--- src/pf_pkg.sv ---
// shared types, constants and helper functions for the playfair digraph cipher
package pf_pkg;

   // key square geometry
   localparam int SQUARE_SIDE = 5;
   localparam int SQUARE_CELLS = SQUARE_SIDE * SQUARE_SIDE;
   localparam int LETTER_W = 5;
   localparam int POS_W = 3;
   localparam int SQUARE_W = SQUARE_CELLS * LETTER_W;
   localparam int CELL_IDX_W = 5;
   localparam int BIT_IDX_W = 7;

   // config register widths
   localparam int CSR_INDEX_W = 2;
   localparam int CSR_DATA_W = 50;
   localparam int ROW_PAIR_W = 50;
   localparam int ROW_LAST_W = 25;

   // queue depth defaults
   localparam int JOB_DEPTH_DEFAULT = 4;
   localparam int RSP_DEPTH_DEFAULT = 4;

   // letter codes
   localparam logic [LETTER_W-1:0] CODE_I = 5'd8;
   localparam logic [LETTER_W-1:0] CODE_J = 5'd9;
   localparam logic [LETTER_W-1:0] CODE_X = 5'd23;
   localparam logic [LETTER_W-1:0] CODE_Z = 5'd25;

   // config register indexes
   typedef enum logic [CSR_INDEX_W-1:0] {
      CSR_FIRST_TEN  = 2'd0,
      CSR_SECOND_TEN = 2'd1,
      CSR_LAST_FIVE  = 2'd2,
      CSR_DECRYPT    = 2'd3
   } csr_index_type;

   // one pair waiting to be enciphered
   typedef struct packed {
      logic [LETTER_W-1:0] first;
      logic [LETTER_W-1:0] second;
      logic                last;
   } job_type;

   // one result letter
   typedef struct packed {
      logic [LETTER_W-1:0] letter;
      logic                last;
   } rsp_type;

   // position of a letter in the square
   typedef struct packed {
      logic [POS_W-1:0] row;
      logic [POS_W-1:0] col;
   } pos_type;

   // clamp to z and fold j onto i
   function automatic logic [LETTER_W-1:0] fold(input logic [LETTER_W-1:0] c);
      logic [LETTER_W-1:0] v;
      v = (c > CODE_Z) ? CODE_Z : c;
      if (v == CODE_J) begin
         v = CODE_I;
      end
      return v;
   endfunction

   // first match in row-major order, row 0 column 0 when absent
   function automatic pos_type locate(input logic [SQUARE_W-1:0] sq,
                                      input logic [LETTER_W-1:0] c);
      pos_type p;
      p = '0;
      for (int r = SQUARE_SIDE - 1; r >= 0; r--) begin
         for (int k = SQUARE_SIDE - 1; k >= 0; k--) begin
            if (sq[(r * SQUARE_SIDE + k) * LETTER_W +: LETTER_W] == c) begin
               p.row = POS_W'(r);
               p.col = POS_W'(k);
            end
         end
      end
      return p;
   endfunction

   // one step along a row or column with wrap, forward or back
   function automatic logic [POS_W-1:0] shift(input logic [POS_W-1:0] v,
                                              input logic back);
      logic [POS_W-1:0] r;
      if (back) begin
         r = (v == '0) ? POS_W'(SQUARE_SIDE - 1) : v - POS_W'(1);
      end else begin
         r = (v == POS_W'(SQUARE_SIDE - 1)) ? '0 : v + POS_W'(1);
      end
      return r;
   endfunction

   // read a square entry, codes above z read as z
   function automatic logic [LETTER_W-1:0] cell_letter(input logic [SQUARE_W-1:0] sq,
                                                       input logic [POS_W-1:0] row,
                                                       input logic [POS_W-1:0] col);
      logic [CELL_IDX_W-1:0] idx;
      logic [BIT_IDX_W-1:0]  base;
      logic [LETTER_W-1:0]   v;
      idx = CELL_IDX_W'(row) * CELL_IDX_W'(SQUARE_SIDE) + CELL_IDX_W'(col);
      base = BIT_IDX_W'(idx) * BIT_IDX_W'(LETTER_W);
      v = sq[base +: LETTER_W];
      return (v > CODE_Z) ? CODE_Z : v;
   endfunction

endpackage

--- src/playfair_digraph_cipher_top.sv ---
// top level of the playfair digraph cipher: config registers, front, back and queues
//
// Takes one letter per cycle while req_full is low and gives out one letter per
// cycle while results wait and rsp_pop is high. A letter that only opens a pair
// gives nothing; a letter that closes a pair gives two, and a final letter that
// closes a split double gives four, holding req_full high while the second pair
// enters the pair queue. The back end locates both letters of a pair at once and
// writes the two result letters into the result queue one after the other, so
// the result port sets the long-run rate at one letter per cycle while rsp_pop
// stays high. The key square and mode must be written through the csr port
// while no message is in flight; the block itself does not enforce this.
module playfair_digraph_cipher_top #(
   parameter int JOB_DEPTH = pf_pkg::JOB_DEPTH_DEFAULT,
   parameter int RSP_DEPTH = pf_pkg::RSP_DEPTH_DEFAULT
) (
   input  logic                             clock,
   input  logic                             reset,
   input  logic                             req_push,
   output logic                             req_full,
   input  logic [pf_pkg::LETTER_W-1:0]      req_letter_in,
   input  logic                             req_last_in,
   output logic                             rsp_empty,
   input  logic                             rsp_pop,
   output logic [pf_pkg::LETTER_W-1:0]      rsp_letter_out,
   output logic                             rsp_last_out,
   input  logic                             csr_valid,
   output logic                             csr_ready,
   input  logic [pf_pkg::CSR_INDEX_W-1:0]   csr_index,
   input  logic [pf_pkg::CSR_DATA_W-1:0]    csr_data
);

   localparam int JOB_W = $bits(pf_pkg::job_type);
   localparam int RSP_W = $bits(pf_pkg::rsp_type);

   logic [pf_pkg::ROW_PAIR_W-1:0] sq_first_ff, sq_first_in;
   logic [pf_pkg::ROW_PAIR_W-1:0] sq_second_ff, sq_second_in;
   logic [pf_pkg::ROW_LAST_W-1:0] sq_last_ff, sq_last_in;
   logic                          decrypt_ff, decrypt_in;
   logic [pf_pkg::SQUARE_W-1:0]   square;

   logic             job_push, job_full, job_pop, job_empty;
   pf_pkg::job_type  job_wr, job_rd;
   logic [JOB_W-1:0] job_rd_bits;
   logic             rsp_push, rsp_full;
   pf_pkg::rsp_type  rsp_wr, rsp_rd;
   logic [RSP_W-1:0] rsp_rd_bits;

   // config register writes
   assign csr_ready = 1'b1;
   always_comb begin
      sq_first_in = sq_first_ff;
      sq_second_in = sq_second_ff;
      sq_last_in = sq_last_ff;
      decrypt_in = decrypt_ff;
      if (csr_valid) begin
         unique case (pf_pkg::csr_index_type'(csr_index))
            pf_pkg::CSR_FIRST_TEN:  sq_first_in = csr_data;
            pf_pkg::CSR_SECOND_TEN: sq_second_in = csr_data;
            pf_pkg::CSR_LAST_FIVE:  sq_last_in = csr_data[pf_pkg::ROW_LAST_W-1:0];
            pf_pkg::CSR_DECRYPT:    decrypt_in = csr_data[0];
            default:                decrypt_in = decrypt_ff;
         endcase
      end
   end

   always_ff @(posedge clock) begin
      if (reset) begin
         sq_first_ff <= '0;
         sq_second_ff <= '0;
         sq_last_ff <= '0;
         decrypt_ff <= 1'b0;
      end else begin
         sq_first_ff <= sq_first_in;
         sq_second_ff <= sq_second_in;
         sq_last_ff <= sq_last_in;
         decrypt_ff <= decrypt_in;
      end
   end

   assign square = {sq_last_ff, sq_second_ff, sq_first_ff};

   // pairing front end
   pf_front u_front (
      .clock        (clock),
      .reset        (reset),
      .decrypt_mode (decrypt_ff),
      .push         (req_push),
      .letter_in    (req_letter_in),
      .last_in      (req_last_in),
      .full         (req_full),
      .job_push     (job_push),
      .job_data     (job_wr),
      .job_full     (job_full)
   );

   // pair queue between front and back
   pf_fifo #(
      .WIDTH (JOB_W),
      .DEPTH (JOB_DEPTH)
   ) u_job_fifo (
      .clock     (clock),
      .reset     (reset),
      .push      (job_push),
      .push_data (job_wr),
      .full      (job_full),
      .pop       (job_pop),
      .pop_data  (job_rd_bits),
      .empty     (job_empty)
   );
   assign job_rd = job_rd_bits;

   // square lookup back end
   pf_back u_back (
      .clock        (clock),
      .reset        (reset),
      .square       (square),
      .decrypt_mode (decrypt_ff),
      .job_empty    (job_empty),
      .job_data     (job_rd),
      .job_pop      (job_pop),
      .rsp_push     (rsp_push),
      .rsp_data     (rsp_wr),
      .rsp_full     (rsp_full)
   );

   // result queue
   pf_fifo #(
      .WIDTH (RSP_W),
      .DEPTH (RSP_DEPTH)
   ) u_rsp_fifo (
      .clock     (clock),
      .reset     (reset),
      .push      (rsp_push),
      .push_data (rsp_wr),
      .full      (rsp_full),
      .pop       (rsp_pop),
      .pop_data  (rsp_rd_bits),
      .empty     (rsp_empty)
   );
   assign rsp_rd = rsp_rd_bits;
   assign rsp_letter_out = rsp_rd.letter;
   assign rsp_last_out = rsp_rd.last;

endmodule

--- src/pf_fifo.sv ---
// small register queue with push/full and pop/empty sides
module pf_fifo #(
   parameter int WIDTH = 6,
   parameter int DEPTH = 4
) (
   input  logic             clock,
   input  logic             reset,
   input  logic             push,
   input  logic [WIDTH-1:0] push_data,
   output logic             full,
   input  logic             pop,
   output logic [WIDTH-1:0] pop_data,
   output logic             empty
);

   localparam int PTR_W = (DEPTH > 1) ? $clog2(DEPTH) : 1;
   localparam int CNT_W = $clog2(DEPTH + 1);

   logic [WIDTH-1:0] entry_ff [DEPTH];
   logic [PTR_W-1:0] wr_ptr_ff, wr_ptr_in;
   logic [PTR_W-1:0] rd_ptr_ff, rd_ptr_in;
   logic [CNT_W-1:0] count_ff, count_in;
   logic             do_push, do_pop;

   assign full = (count_ff == CNT_W'(DEPTH));
   assign empty = (count_ff == '0);
   assign do_push = push && !full;
   assign do_pop = pop && !empty;
   assign pop_data = entry_ff[rd_ptr_ff];

   // pointer and fill count update
   always_comb begin
      wr_ptr_in = wr_ptr_ff;
      rd_ptr_in = rd_ptr_ff;
      count_in = count_ff;
      if (do_push) begin
         wr_ptr_in = (wr_ptr_ff == PTR_W'(DEPTH - 1)) ? '0 : wr_ptr_ff + PTR_W'(1);
      end
      if (do_pop) begin
         rd_ptr_in = (rd_ptr_ff == PTR_W'(DEPTH - 1)) ? '0 : rd_ptr_ff + PTR_W'(1);
      end
      if (do_push && !do_pop) begin
         count_in = count_ff + CNT_W'(1);
      end else if (do_pop && !do_push) begin
         count_in = count_ff - CNT_W'(1);
      end
   end

   always_ff @(posedge clock) begin
      if (reset) begin
         wr_ptr_ff <= '0;
         rd_ptr_ff <= '0;
         count_ff <= '0;
      end else begin
         wr_ptr_ff <= wr_ptr_in;
         rd_ptr_ff <= rd_ptr_in;
         count_ff <= count_in;
      end
   end

   // storage, no reset needed
   always_ff @(posedge clock) begin
      if (do_push) begin
         entry_ff[wr_ptr_ff] <= push_data;
      end
   end

endmodule

--- src/pf_front.sv ---
// front end: folds letters, pairs them up, splits doubles when encrypting and pads the tail
module pf_front (
   input  logic                             clock,
   input  logic                             reset,
   input  logic                             decrypt_mode,
   input  logic                             push,
   input  logic [pf_pkg::LETTER_W-1:0]      letter_in,
   input  logic                             last_in,
   output logic                             full,
   output logic                             job_push,
   output pf_pkg::job_type                  job_data,
   input  logic                             job_full
);

   logic [pf_pkg::LETTER_W-1:0] held_letter_ff, held_letter_in;
   logic                        held_valid_ff, held_valid_in;
   logic                        pending_valid_ff, pending_valid_in;
   pf_pkg::job_type             pending_ff, pending_in;
   logic                        accept;
   logic [pf_pkg::LETTER_W-1:0] c;
   logic                        emit;
   pf_pkg::job_type             emit_job;

   // a second pair from one request blocks intake until it enters the pair queue
   assign full = pending_valid_ff || job_full;
   assign accept = push && !full;
   assign c = pf_pkg::fold(letter_in);

   // pairing decisions
   always_comb begin
      held_letter_in = held_letter_ff;
      held_valid_in = held_valid_ff;
      pending_valid_in = pending_valid_ff;
      pending_in = pending_ff;
      emit = 1'b0;
      emit_job = '{first: c, second: pf_pkg::CODE_X, last: 1'b1};
      if (pending_valid_ff && !job_full) begin
         pending_valid_in = 1'b0;
      end
      if (accept) begin
         if (!held_valid_ff) begin
            // lone final letter gets padded, otherwise it opens a pair
            if (last_in) begin
               emit = 1'b1;
               emit_job = '{first: c, second: pf_pkg::CODE_X, last: 1'b1};
            end else begin
               held_letter_in = c;
               held_valid_in = 1'b1;
            end
         end else if (!decrypt_mode && c == held_letter_ff) begin
            // doubled letter: close with x, repeat opens the next pair
            emit = 1'b1;
            emit_job = '{first: held_letter_ff, second: pf_pkg::CODE_X, last: 1'b0};
            if (last_in) begin
               pending_valid_in = 1'b1;
               pending_in = '{first: c, second: pf_pkg::CODE_X, last: 1'b1};
               held_valid_in = 1'b0;
               held_letter_in = '0;
            end else begin
               held_letter_in = c;
               held_valid_in = 1'b1;
            end
         end else begin
            emit = 1'b1;
            emit_job = '{first: held_letter_ff, second: c, last: last_in};
            held_valid_in = 1'b0;
            held_letter_in = '0;
         end
      end
   end

   assign job_push = (pending_valid_ff && !job_full) || emit;
   assign job_data = pending_valid_ff ? pending_ff : emit_job;

   always_ff @(posedge clock) begin
      if (reset) begin
         held_letter_ff <= '0;
         held_valid_ff <= 1'b0;
         pending_valid_ff <= 1'b0;
      end else begin
         held_letter_ff <= held_letter_in;
         held_valid_ff <= held_valid_in;
         pending_valid_ff <= pending_valid_in;
      end
   end

   always_ff @(posedge clock) begin
      pending_ff <= pending_in;
   end

endmodule

--- src/pf_back.sv ---
// back end: locates a pair in the square, then emits the two result letters
module pf_back (
   input  logic                         clock,
   input  logic                         reset,
   input  logic [pf_pkg::SQUARE_W-1:0]  square,
   input  logic                         decrypt_mode,
   input  logic                         job_empty,
   input  pf_pkg::job_type              job_data,
   output logic                         job_pop,
   output logic                         rsp_push,
   output pf_pkg::rsp_type              rsp_data,
   input  logic                         rsp_full
);

   // locate stage
   logic            s1_valid_ff, s1_valid_in;
   pf_pkg::pos_type s1_pa_ff, s1_pb_ff;
   logic            s1_last_ff;

   // emit stage
   logic                        s2_valid_ff, s2_valid_in;
   logic                        s2_phase_ff, s2_phase_in;
   logic [pf_pkg::LETTER_W-1:0] s2_first_ff, s2_second_ff;
   logic                        s2_last_ff;

   logic                        s2_free, s2_load, s1_free;
   logic [pf_pkg::POS_W-1:0]    ra, ca, rb, cb;
   logic [pf_pkg::POS_W-1:0]    ora, oca, orb, ocb;

   // stage handshakes
   assign rsp_push = s2_valid_ff && !rsp_full;
   assign s2_free = !s2_valid_ff || (s2_phase_ff && !rsp_full);
   assign s2_load = s1_valid_ff && s2_free;
   assign s1_free = !s1_valid_ff || s2_load;
   assign job_pop = !job_empty && s1_free;

   assign rsp_data = '{letter: s2_phase_ff ? s2_second_ff : s2_first_ff,
                       last: s2_phase_ff && s2_last_ff};

   // playfair rules on located positions
   assign ra = s1_pa_ff.row;
   assign ca = s1_pa_ff.col;
   assign rb = s1_pb_ff.row;
   assign cb = s1_pb_ff.col;
   always_comb begin
      ora = ra;
      orb = rb;
      oca = cb;
      ocb = ca;
      if (ra == rb) begin
         oca = pf_pkg::shift(ca, decrypt_mode);
         ocb = pf_pkg::shift(cb, decrypt_mode);
      end else if (ca == cb) begin
         ora = pf_pkg::shift(ra, decrypt_mode);
         orb = pf_pkg::shift(rb, decrypt_mode);
         oca = ca;
         ocb = cb;
      end
   end

   // valid and phase control
   always_comb begin
      s1_valid_in = s1_valid_ff;
      s2_valid_in = s2_valid_ff;
      s2_phase_in = s2_phase_ff;
      if (job_pop) begin
         s1_valid_in = 1'b1;
      end else if (s2_load) begin
         s1_valid_in = 1'b0;
      end
      if (s2_load) begin
         s2_valid_in = 1'b1;
         s2_phase_in = 1'b0;
      end else if (rsp_push) begin
         if (s2_phase_ff) begin
            s2_valid_in = 1'b0;
         end
         s2_phase_in = !s2_phase_ff;
      end
   end

   always_ff @(posedge clock) begin
      if (reset) begin
         s1_valid_ff <= 1'b0;
         s2_valid_ff <= 1'b0;
         s2_phase_ff <= 1'b0;
      end else begin
         s1_valid_ff <= s1_valid_in;
         s2_valid_ff <= s2_valid_in;
         s2_phase_ff <= s2_phase_in;
      end
   end

   // payload registers
   always_ff @(posedge clock) begin
      if (job_pop) begin
         s1_pa_ff <= pf_pkg::locate(square, job_data.first);
         s1_pb_ff <= pf_pkg::locate(square, job_data.second);
         s1_last_ff <= job_data.last;
      end
      if (s2_load) begin
         s2_first_ff <= pf_pkg::cell_letter(square, ora, oca);
         s2_second_ff <= pf_pkg::cell_letter(square, orb, ocb);
         s2_last_ff <= s1_last_ff;
      end
   end

endmodule

--- config.mk ---
export PLATFORM = sky130hd
export DESIGN_NAME = playfair_digraph_cipher_top
export DESIGN_NICKNAME = d
export VERILOG_FILES = /design/src/pf_pkg.sv /design/src/playfair_digraph_cipher_top.sv /design/src/pf_fifo.sv /design/src/pf_front.sv /design/src/pf_back.sv
export SDC_FILE = /design/constraint.sdc
export NUM_CORES = 1
export LEC_CHECK = 0
export ABC_CLOCK_PERIOD_IN_PS = 12600
export BUFFER_PORTS_ARGS = -buffer_cell sky130_fd_sc_hd__buf_2
export CAP_MARGIN = 20
export CORE_AREA = 2 2 280 199
export DETAILED_ROUTE_END_ITERATION = 6
export DIE_AREA = 0 0 282 201
export GPL_TIMING_DRIVEN = 0
export PLACE_DENSITY_LB_ADDON = 0.08
export SLEW_MARGIN = 20
export SYNTH_ARGS = -nofsm -noshare
export SYNTH_HDL_FRONTEND = slang
export SYNTH_HIERARCHICAL = 1
export SYNTH_SLANG_ARGS = --single-unit
--- constraint.sdc ---
create_clock -name clock -period 12.6 [get_ports clock]
set_input_delay 0.63 -clock clock [delete_from_list [all_inputs] [get_ports clock]]
set_output_delay 0.63 -clock clock [all_outputs]
set_load 0.01 [all_outputs]
# == Word-level counts from Yosys, hierarchy flattened ==
# Memories as Yosys holds them, arrays and structs flattened. A register that Yosys moved wholly into a read port is not among the register bits.
# Index checks and enable logic that the tools add are counted.
# word_totals
in_bits,63
n_memories,2
output_inout_bits,9
wordCells,304
mem_bits_rw,68
ff_bits,179
# memory_table
name,depth,word_bits,rd,rd_ports_with_merged_regs,write_ports,line_no,rtl
u_job_fifo.entry_ff,4,11,1,1,1,pf_fifo.sv:19,logic [WIDTH-1:0] entry_ff [DEPTH];
u_rsp_fifo.entry_ff,4,6,1,1,1,pf_fifo.sv:19,
# op_classes
n_mul,4
add_sub_neg,18
muxes,111
eq_ne,68
order_cmp,3
shift,2
n_reduce_logical,63
# op_table
op,n
5-bit equality test,51
125-bit by 8-bit variable part select with 5-bit output,2
5-bit 2-to-1 mux,27
3-bit 2-to-1 mux,26
6-bit 2-to-1 mux,11
4-bit 2-to-1 mux,10
20-bit OR reduction,2
11-bit 2-to-1 mux,3
2-bit 2-to-1 mux,12
1-bit 2-to-1 mux,22
10-bit OR reduction,2
3-bit by 1-bit adder with 3-bit output (second input constant),6
3-bit equality test (second input constant),6
3-bit zero test,6
3-bit by 1-bit subtractor with 3-bit output (second input constant),6
1-bit logical AND,16
5-bit greater-than comparator (second input constant),3
5-bit by 3-bit multiplier with 7-bit output (second input constant),2
1-bit zero test,13
2-bit equality test (second input constant),6
2-bit AND reduction,6
5-bit by 3-bit adder with 5-bit output,2
3-bit by 3-bit multiplier with 5-bit output (second input constant),2
2-bit nonzero test,5
other kinds (11),22

# == Depth between registers and ports, before layout ==
# depth
word_depth,25
ltp_mapped,25
depth_no_buf,24

# == Hierarchy ==
# The synthesis kept the hierarchy.
# by_module_without_submodules
mod,n_inst,area_per_inst_um2,cells_each,seq_area_each_um2
pf_back,1,14651.6,1461,780.7
playfair_digraph_cipher_top,1,5153.7,470,2522.4
pf_fifo at u_job_fifo,1,2073.2,107,1501.4
pf_fifo at u_rsp_fifo,1,1350.0,79,900.9
pf_front,1,862.1,107,290.3

# == Worst setup path before layout ==
# OpenSTA, ideal clock, no wires.
# synth_timing
path_kind,register to register
from,reg u_back.s1_pb_ff (netlist bit u_back/rb[2])
to,"reg u_back/s2_first_ff[0] in the netlist's numbering, data pin"
stages_incl_launch_ff,21
setup_time_ps,261
period_less_slack_ps,6024
setup_slack_ps,6576
arrival_time_ps,5763
path_cell_list,edfxtp_1 -> buf_4 -> xor2_1 -> nor3_2 -> nor3_2 -> a31oi_2 -> ha_1 -> ha_1 -> ha_1 -> a21o_1 -> a21oi_1 -> xnor2_1 -> xor2_1 -> ha_1 -> fa_1 -> xor2_1 -> clkbuf_1 -> mux4_2 -> mux4_2 -> mux4_2 -> a221o_1
# synth_between
elab_chain_len,7
# synth_lines
item,line_no,rtl
from (decl),pf_back.sv:17,"pf_pkg::pos_type s1_pa_ff, s1_pb_ff;"
from (signal assigned),pf_back.sv:98,"s1_pb_ff <= pf_pkg::locate(square, job_data.second);"
3-bit equality test (*),pf_back.sv:50,if (ra == rb) begin
3-bit 2-to-1 mux,pf_back.sv:50,
3-bit by 3-bit multiplier with 5-bit output,pf_pkg.sv:101,idx = CELL_IDX_W'(row) * CELL_IDX_W'(SQUARE_SIDE) + CELL_IDX_W'(col);
5-bit by 3-bit adder with 5-bit output (*),pf_pkg.sv:101,
5-bit by 3-bit multiplier with 7-bit output (*),pf_pkg.sv:102,base = BIT_IDX_W'(idx) * BIT_IDX_W'(LETTER_W);
125-bit by 8-bit variable part select with 5-bit output (*),pf_pkg.sv:103,v = sq[base +: LETTER_W];
5-bit greater-than comparator,pf_pkg.sv:104,return (v > CODE_Z) ? CODE_Z : v;
to (signal assigned),pf_back.sv:102,"s2_first_ff <= pf_pkg::cell_letter(square, ora, oca);"
to (decl),pf_back.sv:23,"logic [pf_pkg::LETTER_W-1:0] s2_first_ff, s2_second_ff;"
# Mark *: on every way between the ends. The rest lies on a longest branch, timed or not.
# A chain may end at the register's enable or synchronous reset.

# == Worst setup path in the final report ==
# layout_timing
from,reg decrypt_ff
to,"reg u_back/s2_first_ff[0] in the netlist's numbering, data pin"
# layout_between
elab_chain_len,8
# layout_lines
item,line_no,rtl
from (decl),playfair_digraph_cipher_top.sv:38,"logic decrypt_ff, decrypt_in;"
from (signal assigned),playfair_digraph_cipher_top.sv:76,decrypt_ff <= decrypt_in;
3-bit 2-to-1 mux,pf_pkg.sv:86,if (back) begin
3-bit 2-to-1 mux,pf_back.sv:53,end else if (ca == cb) begin
3-bit 2-to-1 mux,pf_back.sv:50,
3-bit by 3-bit multiplier with 5-bit output,pf_pkg.sv:101,
5-bit by 3-bit adder with 5-bit output (*),pf_pkg.sv:101,
5-bit by 3-bit multiplier with 7-bit output (*),pf_pkg.sv:102,
125-bit by 8-bit variable part select with 5-bit output (*),pf_pkg.sv:103,
5-bit greater-than comparator,pf_pkg.sv:104,
# Marks and branches as above.

==> metrics.yaml <==
global_route:
  grt-ovfl-total: 0
  first_global_vias: 20200
  grt_max_degree: 15
  grtUsageTotal_pct: 37.9
  antenna_found_initial: 11
  grt_pass1_wl_um: 152000
clocking:
  cts_setup_buffers: 0
  postCtsHoldBufs: 0
  clk_pin_slew_ns: 0.07
  cts_tree: "yes"
  cts_buffer_depth: 3
  root_buffer: "clkbuf_16"
  cts_made_buffers: 26
  htree_num_levels: 1
  clk_latency_ns: 0.61
  post_cts_resized: 0
  cts.sinks: 251
synth:
  synthCells: 2224
  synthFlopType: "dfxtp_1"
  synthTopCellsByArea: "mux4_2 27%, dfxtp_1 13%, edfxtp_1 12%"
  synth_top_area_share_pct: 26.7
  synth_seq_area_share_pct: 24.9
  async_flop_share_pct: 0
  yosys_register_bits: 251
  syn_nets: 2345
  netlist_area_um2: 24100
  synth_edf_count: 97
  yosysTopAreaCell: "mux4_2"
  avgSynthCellArea_um2: 10.8
  ys_types: 88
  ys_warn_count: 6
drt:
  antenna_left: 0
  viasPerCell: 6.74
  drtIter0Drc: 2848
  routed_wl_um: 107000
  wl_per_cell_um: 34.8
  drc_errors: 0
  route.vias.total: 20800
  dr.pass1.iters: 6
timing:
  final.setup_skew_ns: 0.0498
  setup_viol: 0
  slew_viol_final: 0
  finalCritPeriodShare_pct: 62.5
  tightest_slew_ns: 1.30
  finalSetupTns_ns: 0
  period_minus_slack_ns: 7.88
  rsz0062_at_grt: "false"
  finalHoldViolCount: 0
  max_freq_ghz: 0.127
  relSlewSlack_pct: 13.3
worst_setup_path:
  cp.required_ns: 12.93
  critical_path_class: "flip-flop to flip-flop"
  slowest_delay_ns: 0.73
  start_kind: "flip-flop"
  cpMostUsedCell: "ha_1"
  worstPathCellList: "buf_1 -> clkbuf_1 -> nand2_1 -> o211ai_1 -> o21ai_0 -> ha_1 -> ha_1 -> fa_1 -> xor2_1 -> ha_1 -> ha_1 -> fa_1 -> xor2_1 -> clkbuf_1 -> nor2_1 -> a22oi_1 -> nand3_1 -> o21ai_0 -> nand2_1 -> a221o_1"
  critPathMaxFanout: 10
  critPathSlowestCell: "dfxtp_1"
  end_kind: "flip-flop"
  cp.arrival_ns: 8.21
finish:
  final_area_um2: 26200
  instances_no_fill: 3086
  syn_to_final_growth_pct: 8.95
  final_nets: 2443
  final_core_util_pct: 48.3
  fillCellCount: 5085
  drive_gt1_share_pct: 23.6
place:
  port_buffers: 67
  place_area_um2: 25400
  place_inst: 3034
  finalWeightedCongestion: 1.05
  dp_hpwl_um: 80600
floorplanning:
  num_rows: 72
  core_area_um2: 54300
  die-area_um2: 56700
  fp.dieH_um: 201
  pin_count: 72
  die_w_um: 282
  initial_core_util_pct: 44.3
min_path:
  hp-class: "primary input to flip-flop"
run:
  maxCapViolCount: 0
status:
  status: "complete, no violations"
critical path: cells and delay by family, from the launching register on:
kind | cells | cell delay, ns
simple gates | 4 | 0.87
fa+ha+maj | 6 | 1.96
buf+inv | 3 | 1.62
compound gates | 5 | 1.62
xor+xnor | 2 | 0.76
flops | 1 | 0.73
placed cells by master, fill, tap and decap left out, types with 20 or more instances in the layout:
cell type / n
mux4_2: 286
nand2_1: 70
edfxtp_1: 97
nor2_1: 56
mux2_2: 22
mux2i_1: 215
xnor2_1: 132
nand2b_1: 188
buf_2: 131
clkbuf_16: 26
inv_1: 35
dfxtp_1: 154
clkbuf_1: 165
nand3_1: 74
ha_1: 52
a211oi_1: 20
xor2_1: 145
buf_1: 44
nor3_1: 67
o21ai_0: 49
a21oi_1: 56
cell usage after synthesis (all sizes together) (7+ instances only):
master	number
a21oi	57
edfxtp	97
o31ai	14
a22oi	8
nor2b	13
nand2	70
o22ai	7
clkbuf	165
nor3	69
mux2i	215
and2	18
nor2	57
or3	7
inv	38
a21o	8
xor2	147
mux2	23
dfxtp	154
o211ai	10
mux4	286
nand3	74
a211oi	20
o21ai	54
ha	52
xnor2	132
nand2b	188
a31oi	18
buf	133
per-stage QoR:
stage	hold WS [ns]	setup slack [ns]
3_5_place_dp	0.463	4.91
5_1_grt	0.309	4.51
2_1_floorplan	0.400	6.58
4_1_cts	0.288	4.88
3_3_place_gp	0.460	4.95
6_report	0.308	4.72
logic make-up after synthesis:
kind of cell | Yosys count | synth area share (%)
other cells | 1 | 0.0156
fa+ha+maj | 58 | 3.20
flops | 251 | 24.9
compound gates | 241 | 6.69
mux | 524 | 36.8
xor+xnor | 280 | 10.3
simple gates | 530 | 12.0
buf+inv | 339 | 6.18
path summary, 6_finish.rpt:
check,start,to,slack [ns],cells past startpoint
min reg2reg,sq_first_ff[4],sq_first_ff[4],0.47,2
min,csr_data[31],sq_second_ff[31],0.31,3
max reg2reg,decrypt_ff,u_back/s2_first_ff[0],4.72,20
max,decrypt_ff,u_back/s2_first_ff[0],4.72,20
registers in the layout, summed over array words and instances, names as in the netlist, 3 cells and up, named ones only:
signal	count
u_rsp_fifo/count_ff	3
u_back/cb	3
u_back/ca	3
u_back/s2_second_ff	5
sq_first_ff	50
sq_last_ff	25
u_front/held_letter_ff	5
u_job_fifo/count_ff	3
u_front/pending_ff	5
u_back/ra	3
u_job_fifo/entry_ff	44
u_back/s2_first_ff	5
sq_second_ff	50
u_back/rb	3
u_rsp_fifo/entry_ff	24
per-layer routing:
| metal | global-route usage (%) | vias up | share of wire (%) |
|---|---|---|---|
| met5 | 3.25 | - | 0.28 |
| met4 | 17.0 | 12 | 5.5 |
| met3 | 17.7 | 357 | 15 |
| met2 | 50.0 | 1596 | 39 |
| met1 | 51.9 | 10400 | 41 |
| li1 | - | 8419 | - |
layout make-up:
| type | count | area (µm²) | area share (%) |
|---|---|---|---|
| Tap cell | 740 | 926 | 3.53 |
| Clock buffer | 34 | 714 | 2.72 |
| Clock inverter | 13 | 120 | 0.458 |
| Timing Repair Buffer | 70 | 368 | 1.40 |
| Antenna cell | 5 | 12.5 | 0.0477 |
| Sequential cell | 251 | 6000 | 22.8 |
| Buffer | 298 | 1330 | 5.07 |
| Inverter | 41 | 159 | 0.605 |
| Multi-Input combinational cell | 1634 | 16600 | 63.3 |
Power is left out: the tool's default activity adds up to more than one toggle a clock period on the data nets, which glitch-free logic cannot reach.
